## src/rtl/pcs_pkg.sv

```systemverilog
// Shared types and constants for the printhead carriage sequencer.
package pcs_pkg;

    // Machine state codes as reported on the result port.
    localparam logic [2:0] ST_IDLE   = 3'd0;
    localparam logic [2:0] ST_SCAN   = 3'd1;
    localparam logic [2:0] ST_FEED   = 3'd2;
    localparam logic [2:0] ST_HALT   = 3'd3;
    localparam logic [2:0] ST_RETURN = 3'd4;

    // Bit positions inside the request flag word.
    localparam int FLAG_WIDTH = 7;
    localparam int F_MEDIA    = 6;
    localparam int F_INK      = 5;
    localparam int F_COVER    = 4;
    localparam int F_STOP     = 3;
    localparam int F_START    = 2;
    localparam int F_LEFT     = 1;
    localparam int F_RIGHT    = 0;

    // Flags that halt the machine.
    localparam logic [FLAG_WIDTH-1:0] FAULT_FLAGS = 7'b111_1000;

    // Configuration register indexes.
    localparam logic [1:0] CFG_LINES_PER_JOB = 2'd0;
    localparam logic [1:0] CFG_TRAVEL_MAX    = 2'd1;
    localparam logic [1:0] CFG_FEED_PER_LINE = 2'd2;

    // Reset values of the configuration registers.
    localparam logic [7:0] LINES_PER_JOB_RST = 8'd3;
    localparam logic [7:0] TRAVEL_MAX_RST    = 8'd5;
    localparam logic [7:0] FEED_PER_LINE_RST = 8'd5;

    // One tick of button events and sensor levels.
    typedef struct packed {
        logic start_press;
        logic stop_press;
        logic cover_toggle;
        logic ink_low;
        logic media_empty;
    } t_events;

    // Current configuration.
    typedef struct packed {
        logic [7:0] lines_per_job;
        logic [7:0] travel_max;
        logic [7:0] feed_per_line;
    } t_cfg;

endpackage

```

## src/rtl/pcs_step.sv

```systemverilog
// Next-state logic for one sequencer tick.
module pcs_step
    import pcs_pkg::*;
#(
    parameter int COUNT_WIDTH = 8
) (
    input  t_events                 i_events,
    input  t_cfg                    i_cfg,
    input  logic [2:0]              i_state,
    input  logic [7:0]              i_pos,
    input  logic [COUNT_WIDTH-1:0]  i_feed,
    input  logic [COUNT_WIDTH-1:0]  i_printed,
    input  logic [COUNT_WIDTH-1:0]  i_total,
    input  logic [FLAG_WIDTH-1:0]   i_flags,
    output logic [2:0]              o_state,
    output logic [7:0]              o_pos,
    output logic [COUNT_WIDTH-1:0]  o_feed,
    output logic [COUNT_WIDTH-1:0]  o_printed,
    output logic [COUNT_WIDTH-1:0]  o_total,
    output logic [FLAG_WIDTH-1:0]   o_flags,
    output logic                    o_done
);

    // Width wide enough to compare a counter with an 8-bit register.
    localparam int CMP_WIDTH = (COUNT_WIDTH > 8) ? COUNT_WIDTH : 8;

    logic [FLAG_WIDTH-1:0] merged;
    logic                  left;
    logic                  right;
    logic [2:0]            cur_state;
    logic                  feed_full;

    // Merge events and levels, then derive the end sensors.
    always_comb begin
        merged = i_flags;
        if (i_events.start_press) merged[F_START] = 1'b1;
        if (i_events.stop_press) merged[F_STOP] = 1'b1;
        if (i_events.cover_toggle) merged[F_COVER] = ~merged[F_COVER];
        merged[F_INK]   = i_events.ink_low;
        merged[F_MEDIA] = i_events.media_empty;
        left  = (i_pos == 8'd0);
        right = (i_pos >= i_cfg.travel_max);
        merged[F_LEFT]  = left;
        merged[F_RIGHT] = right;
    end

    assign feed_full = (CMP_WIDTH'(i_feed) >= CMP_WIDTH'(i_cfg.feed_per_line));

    // Error check, then one step of the sequencer.
    always_comb begin
        o_flags   = merged;
        cur_state = i_state;
        o_state   = i_state;
        o_pos     = i_pos;
        o_feed    = i_feed;
        o_printed = i_printed;
        o_total   = i_total;
        o_done    = 1'b0;

        if ((merged & FAULT_FLAGS) != '0) begin
            o_flags[F_STOP]  = 1'b0;
            o_flags[F_START] = 1'b0;
            cur_state        = ST_HALT;
            o_state          = ST_HALT;
        end

        case (cur_state)
            ST_IDLE: begin
                if (o_flags[F_START]) begin
                    o_total          = COUNT_WIDTH'(i_cfg.lines_per_job);
                    o_printed        = '0;
                    o_flags[F_START] = 1'b0;
                    if (left) begin
                        o_feed  = '0;
                        o_state = ST_FEED;
                    end else begin
                        o_state = ST_RETURN;
                    end
                end
            end
            ST_SCAN: begin
                if (right) begin
                    if (i_printed != '1) o_printed = i_printed + 1'b1;
                    o_state = ST_RETURN;
                end else if (i_pos != 8'hFF) begin
                    o_pos = i_pos + 8'd1;
                end
            end
            ST_FEED: begin
                if (feed_full) begin
                    o_state = ST_SCAN;
                end else if (i_feed != '1) begin
                    o_feed = i_feed + 1'b1;
                end
            end
            ST_HALT: begin
                if ((o_flags & FAULT_FLAGS) == '0) o_state = ST_IDLE;
            end
            ST_RETURN: begin
                if (left) begin
                    if (i_total > i_printed) begin
                        o_feed  = '0;
                        o_state = ST_FEED;
                    end else begin
                        o_done  = 1'b1;
                        o_state = ST_IDLE;
                    end
                end else begin
                    o_pos = i_pos - 8'd1;
                end
            end
            default: begin
                o_state = cur_state;
            end
        endcase
    end

endmodule

```

## src/rtl/printhead_carriage_sequencer_core.sv

```systemverilog
// A request passes through the input register, then the step logic into the
// result register, which loads only when it is empty or being drained.
// Throughput: one request per cycle while i_ready holds; the step logic is a single pass.
// Reset (synchronous, active low) returns the machine to idle, clears the
// position, counters and flags, and restores the register defaults 3, 5, 5.
// Top level of the printhead carriage sequencer.
module printhead_carriage_sequencer_core
    import pcs_pkg::*;
#(
    parameter int COUNT_WIDTH = 8
) (
    input  logic        i_clk,
    input  logic        i_rst_n,
    // Configuration writes
    input  logic        i_cfg_we,
    input  logic [1:0]  i_cfg_idx,
    input  logic [7:0]  i_cfg_data,
    // Request channel
    input  logic        i_valid,
    output logic        o_ready,
    input  logic        i_start_press,
    input  logic        i_stop_press,
    input  logic        i_cover_toggle,
    input  logic        i_ink_low,
    input  logic        i_media_empty,
    // Result channel
    output logic        o_valid,
    input  logic        i_ready,
    output logic [2:0]  o_state_code,
    output logic [7:0]  o_position_out,
    output logic [7:0]  o_feed_out,
    output logic [7:0]  o_printed_out,
    output logic [7:0]  o_total_out,
    output logic [6:0]  o_flags_out,
    output logic        o_job_done
);

    t_cfg                    r_cfg;
    logic                    r_in_valid;
    t_events                 r_events;
    logic [2:0]              r_state;
    logic [7:0]              r_pos;
    logic [COUNT_WIDTH-1:0]  r_feed;
    logic [COUNT_WIDTH-1:0]  r_printed;
    logic [COUNT_WIDTH-1:0]  r_total;
    logic [FLAG_WIDTH-1:0]   r_flags;
    logic                    r_out_valid;

    logic [2:0]              n_state;
    logic [7:0]              n_pos;
    logic [COUNT_WIDTH-1:0]  n_feed;
    logic [COUNT_WIDTH-1:0]  n_printed;
    logic [COUNT_WIDTH-1:0]  n_total;
    logic [FLAG_WIDTH-1:0]   n_flags;
    logic                    n_done;

    logic                    step_load;
    logic                    in_load;

    // Handshake: the result register loads when empty or being drained.
    assign step_load = r_in_valid && (!r_out_valid || i_ready);
    assign o_ready   = !r_in_valid || step_load;
    assign in_load   = i_valid && o_ready;
    assign o_valid   = r_out_valid;

    // Configuration registers.
    always_ff @(posedge i_clk) begin
        if (!i_rst_n) begin
            r_cfg.lines_per_job <= LINES_PER_JOB_RST;
            r_cfg.travel_max    <= TRAVEL_MAX_RST;
            r_cfg.feed_per_line <= FEED_PER_LINE_RST;
        end else if (i_cfg_we) begin
            case (i_cfg_idx)
                CFG_LINES_PER_JOB: r_cfg.lines_per_job <= i_cfg_data;
                CFG_TRAVEL_MAX:    r_cfg.travel_max    <= i_cfg_data;
                CFG_FEED_PER_LINE: r_cfg.feed_per_line <= i_cfg_data;
                default: begin
                    r_cfg <= r_cfg;
                end
            endcase
        end
    end

    // Input register.
    always_ff @(posedge i_clk) begin
        if (!i_rst_n) begin
            r_in_valid <= 1'b0;
        end else if (o_ready) begin
            r_in_valid <= i_valid;
        end
    end

    always_ff @(posedge i_clk) begin
        if (in_load) begin
            r_events.start_press  <= i_start_press;
            r_events.stop_press   <= i_stop_press;
            r_events.cover_toggle <= i_cover_toggle;
            r_events.ink_low      <= i_ink_low;
            r_events.media_empty  <= i_media_empty;
        end
    end

    // Step logic.
    pcs_step #(
        .COUNT_WIDTH (COUNT_WIDTH)
    ) u_step (
        .i_events  (r_events),
        .i_cfg     (r_cfg),
        .i_state   (r_state),
        .i_pos     (r_pos),
        .i_feed    (r_feed),
        .i_printed (r_printed),
        .i_total   (r_total),
        .i_flags   (r_flags),
        .o_state   (n_state),
        .o_pos     (n_pos),
        .o_feed    (n_feed),
        .o_printed (n_printed),
        .o_total   (n_total),
        .o_flags   (n_flags),
        .o_done    (n_done)
    );

    // Sequencer state, updated once per request.
    always_ff @(posedge i_clk) begin
        if (!i_rst_n) begin
            r_state   <= ST_IDLE;
            r_pos     <= '0;
            r_feed    <= '0;
            r_printed <= '0;
            r_total   <= '0;
            r_flags   <= '0;
        end else if (step_load) begin
            r_state   <= n_state;
            r_pos     <= n_pos;
            r_feed    <= n_feed;
            r_printed <= n_printed;
            r_total   <= n_total;
            r_flags   <= n_flags;
        end
    end

    // Result register.
    always_ff @(posedge i_clk) begin
        if (!i_rst_n) begin
            r_out_valid <= 1'b0;
        end else if (step_load) begin
            r_out_valid <= 1'b1;
        end else if (i_ready) begin
            r_out_valid <= 1'b0;
        end
    end

    always_ff @(posedge i_clk) begin
        if (step_load) begin
            o_state_code   <= n_state;
            o_position_out <= n_pos;
            o_feed_out     <= 8'(n_feed);
            o_printed_out  <= 8'(n_printed);
            o_total_out    <= 8'(n_total);
            o_flags_out    <= n_flags;
            o_job_done     <= n_done;
        end
    end

`ifndef NO_ASSERTIONS
    // A finished job always lands in idle.
    a_done_idle: assert property (@(posedge i_clk) disable iff (!i_rst_n)
        o_valid && o_job_done |-> o_state_code == ST_IDLE)
        else $error("job done reported outside idle");

    // A standing media, ink or cover error keeps the machine halted.
    a_error_halts: assert property (@(posedge i_clk) disable iff (!i_rst_n)
        o_valid && ((o_flags_out & FAULT_FLAGS) != '0) |-> o_state_code == ST_HALT)
        else $error("error flag set while not halted");

    // The reported state and position match the stored state after a step.
    a_result_tracks_state: assert property (@(posedge i_clk) disable iff (!i_rst_n)
        step_load && i_rst_n |=> o_state_code == r_state && o_position_out == r_pos)
        else $error("result disagrees with stored state");
`endif

endmodule
```

## config.mk

```make
export PLATFORM = sky130hd
export DESIGN_NAME = printhead_carriage_sequencer_core
export DESIGN_NICKNAME = d
export VERILOG_FILES = /design/src/rtl/pcs_pkg.sv /design/src/rtl/pcs_step.sv /design/src/rtl/printhead_carriage_sequencer_core.sv
export SDC_FILE = /design/constraint.sdc
export NUM_CORES = 1
export LEC_CHECK = 0
export BUFFER_PORTS_ARGS = -buffer_cell sky130_fd_sc_hd__buf_2
export CAP_MARGIN = 20
export CORE_AREA = 3 3 106 108
export DETAILED_ROUTE_END_ITERATION = 8
export DIE_AREA = 0 0 109 111
export PLACE_DENSITY = 0.88
export SLEW_MARGIN = 20
export SYNTH_ARGS = -nofsm -noshare
export SYNTH_HDL_FRONTEND = slang
export SYNTH_HIERARCHICAL = 1
export SYNTH_SLANG_ARGS = --single-unit
```

## constraint.sdc

```tcl
create_clock -name i_clk -period 3.6 [get_ports i_clk]
set_clock_uncertainty 0.2 [all_clocks]
set_input_delay 0.9 -clock i_clk [delete_from_list [all_inputs] [get_ports i_clk]]
set_output_delay 0.9 -clock i_clk [all_outputs]
set_load 0.005 [all_outputs]
```

# --- Word-level counts from Yosys, hierarchy flattened ---
# Cells that the tools add are included.
word_totals:
  ff_bits: 114
  latch_bits: 0
  ram_bits: 0
  romBits: 0
  in_bits: 20
  output_inout_bits: 45
  wordCells: 90
  n_memories: 0
op_classes:
  add_sub_neg: 4
  mul: 0
  n_div: 0
  n_lt_le_gt_ge: 3
  eq_ne: 9
  shift: 0
  muxes: 34
  bitwise_logic: 1
  reduce_logical: 16
ops:
  columns: ["operator", "count"]
  rows:
  - ["$mux 8", 14]
  - ["$pmux 8 s2", 2]
  - ["$add 8x1->8 const B", 3]
  - ["$ne 8x8->1 const B", 3]
  - ["$pmux 8 s3", 1]
  - ["$mux 3", 7]
  - ["$ge 8x8->1", 2]
  - ["$pmux 3 s5", 1]
  - ["$gt 8x8->1", 1]
  - ["$logic_not 8->1", 1]
  - ["$reduce_and 2->1", 4]
  - ["$sub 8x1->8 const B", 1]
  - ["$logic_not 7->1", 1]
  - ["$mux 1", 7]
  - ["$reduce_bool 7->1", 1]
  - ["$eq 3x2->1 const B", 2]
  - ["$mux 2", 2]
  - ["$eq 3x1->1 const B", 1]
  - ["$eq 3x3->1 const B", 1]
  - ["$logic_not 3->1", 1]
  - ["$eq 2x1->1 const B", 1]
  - ["$eq 2x2->1 const B", 1]
  - ["$logic_and 1x1->1", 2]
  - ["$logic_not 1->1", 2]
  - ["other kinds (4)", 5]

# --- Depth between registers and ports, before layout ---
logic_depth:
  ltp_word: 7
  mapped_depth: 12
  depth_no_buf: 12

# --- Modules after synthesis ---
# Netlist, hierarchy kept.
modules_own_cells:
  columns: ["mod", "instances", "cells_each", "area_per_inst_um2", "seq_area_each_um2"]
  rows:
  - ["printhead_carriage_sequencer_core", 1, 329, 4088.9, 2802.7]
  - ["pcs_step", 1, 308, 1954.4, 0.0]

# --- Worst setup path after synthesis ---
# No wires, ideal clock.
synth_timing:
  kind: "flip-flop to flip-flop"
  startpoint: "reg r_feed[0]"
  endpoint: "reg r_feed[4]"
  setup_ps: 72
  arrival_ps: 2319
  required_ps: 3328
  path_slack_ps: 1009
  stages_incl_launch_ff: 13
  path_buffers: 1
  period_less_slack_ps: 2591
  cell_sequence: "dfxtp_1 -> inv_1 -> ha_1 -> nand2b_1 -> a2111o_1 -> a31oi_2 -> and2_1 -> buf_2 -> and2_4 -> and3b_1 -> a211o_1 -> nand2_1 -> mux2i_1"
synth_via:
  elab_chain_len: 4
  elab_cells_between_ends: 6
  cone_classes: "add/sub: 1; order compare: 1; eq/ne: 1; mux: 3"
synth_rtl:
  columns: ["element", "line_no", "text"]
  rows:
  - ["start, declared", "printhead_carriage_sequencer_core.sv:43", "logic [COUNT_WIDTH-1:0] r_feed;"]
  - ["start signal, assigned", "printhead_carriage_sequencer_core.sv:136", "r_feed <= n_feed;"]
  - ["$add 8x1->8 or $ne 8x8->1 (tied branches)", "pcs_step.sv:93, pcs_step.sv:92", null]
  - ["$mux 8", "pcs_step.sv:92", "end else if (i_feed != '1) begin"]
  - ["$mux 8 (*)", "pcs_step.sv:90", "if (feed_full) begin"]
  - ["$pmux 8 s3 (*)", "pcs_step.sv:67", "case (cur_state)"]
  - ["via n_feed[4]", "printhead_carriage_sequencer_core.sv:51", "logic [COUNT_WIDTH-1:0] n_feed;"]
# Mark *: on every way through the listed nets, which the timed path passes. The rest lies on a longest branch.
# A chain may end at the register's enable or synchronous reset.

# --- Worst setup path after layout ---
layout_timing:
  startpoint: "reg r_events[2] in the netlist's numbering"
  endpoint: "reg r_printed[5]"
layout_via:
  elab_chain_len: 5
  elab_cells_between_ends: 8
  cone_classes: "eq/ne: 1; mux: 5; reduce/logical: 2"
layout_rtl:
  columns: ["element", "line_no", "text"]
  rows:
  - ["start, declared", "printhead_carriage_sequencer_core.sv:40", "t_events r_events;"]
  - ["$mux 1 (*)", "pcs_step.sv:38", "if (i_events.cover_toggle) merged[F_COVER] = ~merged[F_COVER];"]
  - ["via n_flags[4]", "printhead_carriage_sequencer_core.sv:54", "logic [FLAG_WIDTH-1:0] n_flags;"]
  - ["$reduce_bool 7->1 (*)", "pcs_step.sv:60", "if ((merged & FAULT_FLAGS) != '0) begin"]
  - ["$mux 3 or $mux 2 (tied branches)", "pcs_step.sv:60", null]
  - ["$eq 3x1->1 (tied with other cells)", "pcs_step.sv:67", null]
  - ["$pmux 8 s2 (*)", "pcs_step.sv:67", null]
  - ["via n_printed[5]", "printhead_carriage_sequencer_core.sv:52", "logic [COUNT_WIDTH-1:0] n_printed;"]
  - ["end signal, assigned", "printhead_carriage_sequencer_core.sv:137", "r_printed <= n_printed;"]
  - ["end, declared", "printhead_carriage_sequencer_core.sv:44", "logic [COUNT_WIDTH-1:0] r_printed;"]
# Marked as above.

==> results.md <==
- Status: finished clean
- Post-CTS setup buffers: 0
- Crit path buffers/inverters: 0
- Largest net degree at the start of global routing: 57
- Synth warn: 6
- Post-CTS Hold Buffers: 0
- Max-Slew Margin vs Limit: 52.5%
- Bufs on Longest Clock Path: 2
- Comb power frac: 7.5%
- Worst skew pair latency: 0.39 ns
- R2r setup slk: 0.61 ns
- Die Y: between 100 and 150 µm
- GRT Overall Usage: 21.2%
- Port bufs: between 60 and 70
- Vias: 4743
- Hold/Removal Path Class: reg2reg
- Worst hold endpoint: r_flags[3]
- # H-tree levels: 3
- PostCTS Resize Cnt: 0
- Maxcap violations: 0
- Syn_area_per_cell: 9.49 µm²
- Clk slew on worst S/H paths: 0.11 ns
- Critical Path Max Stage Delay: between 0.4 and 0.5 ns
- Setup TNS Final: 0 ns
- Reg area: about 2700 µm²
- Clk pwr share: between 30 and 40%
- Final Slew Violations: 0
- Kind of critical path: reg2reg
- Crit path DAT: ~3.1 ns
- Nets@finish: between 700 and 800
- Max Fclk: about 0.33 GHz
- Sw Ratio: between 20 and 30%
- Mapped Area: 5890 µm²
- Multi-input gate area: roughly 2800 µm²
- Fillers: 812
- Element type at the critical path end: flop
- Unrepaired setup endpoints after global routing: no
- Final min period: 2.99 ns
- Post-DP HPWL: around 9000 µm
- Routed Antenna Nets: 0
- Final hold vios: 0
- Initial antenna violation count: 0
- Worst Setup Start Kind: flop
- Worst-Margin Slew: 0.694 ns
- CORE AREA: ~10000 µm²
- Internal Power: roughly 0.0017 W
- Reg power frac: 60.5%
- Final Util: 62.3%
- Global-route wire length before repair: 20700 µm
- Hold_sp: r_flags[3]
- Leakage: 2.51 nW
- CP most frequent cell: mux2i_1
- Psw: 0.000583 W
- RR Endpoint: r_printed[5]
- Rows: 37
- Syn nets: 669
- RD Place Congestion: 0.937
- Worst vdd ir: 0.000211 V
- Critical-path cell list: xor2_1 -> nor4_4 -> nand3_1 -> nor2_1 -> nor4b_1 -> mux2i_1 -> nand2_1 -> mux2i_1
- Wire length per cell: 15.5 µm
- Die W: 109 µm
- Pwr per Cell Area: 355 nW/µm²
- Routed WL: 12500 µm
- Worst hold stages: 2
- R2R cell count: 8
- CTS Buf Count: 9
- FF-to-FF Start: r_events[2]
- Antenna cells: 0
- CP required: 3.72 ns
- CTS tree: done
- Top Family by Delay on Critical Path: simple AND/OR/NAND/NOR gates
- CTS Root Cell: clkbuf_8
- CP max-delay cell: nor4_4
- Post-Syn Instances: a little over 600
- Initial DRT Pass Iterations: 8
- Tcrit/Tclk final: 83.1%
- Vias in the first global route: 4344
- Io pins: 65
- Area grow syn2layout: 9.11%
- # DRC: 0
- Congestion Overflow GR: 0
- Share of cells above drive strength 1: 16.9%
- Initial Util: 57.1%
- Setup Viol. Count Final: 0
- Initial DRC count: roughly 330
- Num Clock Sinks: 112
- Via/cell ratio: 5.89
- Die Footprint: 12100 µm²
- Critical path fanouts, max: 11
==> worst reg2reg max path: stages, from the launching register on <==
cell	delay [ns]
edfxtp_1	0.40
xor2_1	0.23
nor4_4	0.45
nand3_1	0.43
nor2_1	0.35
nor4b_1	0.35
mux2i_1	0.31
nand2_1	0.08
mux2i_1	0.12
==> layer usage <==
metal  vias up  GRT usage (%)  part of all wire, %
met5         -              0                    0
met4         0           7.24                  1.9
met3        21           3.84                  7.0
met2       203           33.8                   47
met1      2235           28.7                   44
li1       2284              -                    -
==> how the worst max path moves through the flow <==
stage                     depth (start not counted)           end         from  slack (ns)
after detailed placement                         11     r_feed[4]    r_feed[0]        0.70
after global placement                           11     r_feed[4]    r_feed[0]        0.81
after CTS                                        11     r_feed[4]    r_feed[0]        0.66
final                                             8  r_printed[5]  r_events[2]        0.61
after floorplan                                  12     r_feed[4]    r_feed[0]        1.01
after global routing                              8  r_printed[5]  r_events[3]        0.25
==> power by group through the flow <==
stage | clock (W) | sequential [W] | combinational [W]
6_report | 0.000730 | 0.00138 | 0.000172
3_3_place_gp | 0 | 0.00141 | 0.000164
5_1_grt | 0.000793 | 0.00138 | 0.000189
4_1_cts | 0.000744 | 0.00138 | 0.000172
3_5_place_dp | 0 | 0.00141 | 0.000171
2_1_floorplan | 0 | 0.00140 | 0.000122
==> per-stage QoR <==
step	std cells	hold slack, ns	instance area [µm²]	power, W	setup WS [ns]
floorplan	621	0.229	5890	0.00153	1.01
global placement	789	0.243	6230	0.00157	0.812
detailed placement	789	0.248	6230	0.00158	0.699
CTS	805	0.264	6430	0.00230	0.661
global route	805	0.294	6430	0.00237	0.254
finish	805	0.264	6430	0.00228	0.607
==> state kept, by name, summed over array words and instances, names as in the netlist, 5 cells and up <==
name	flops
o_flags_out	7
o_position_out	8
r_total	8
o_total_out	8
r_cfg	24
r_events	5
r_pos	8
r_feed	8
o_printed_out	8
o_feed_out	8
r_printed	8
==> placed cells by master (no fill, tap or decap), drive strengths merged, types with 6 or more instances in the layout <==
cell type	n
nor2b	9
edfxtp	48
o21ai	33
a21oi	28
buf	70
nor3	9
ha	28
nand3	34
dfxtp	64
clkbuf	9
inv	34
and3	11
nand2	138
nor2	22
a31oi	6
mux2i	45
==> cell type report <==
class / count / share of cell area (%)
Clock buffer: 9 / 1.93
Clock inverter: 7 / 1.13
Inverter: 30 / 1.75
Multi-Input combinational cell: 441 / 43.9
Sequential cell: 112 / 42.3
Tap cell: 136 / 2.65
Timing Repair Buffer: 70 / 6.27
(Power assumes the default switching activity.)
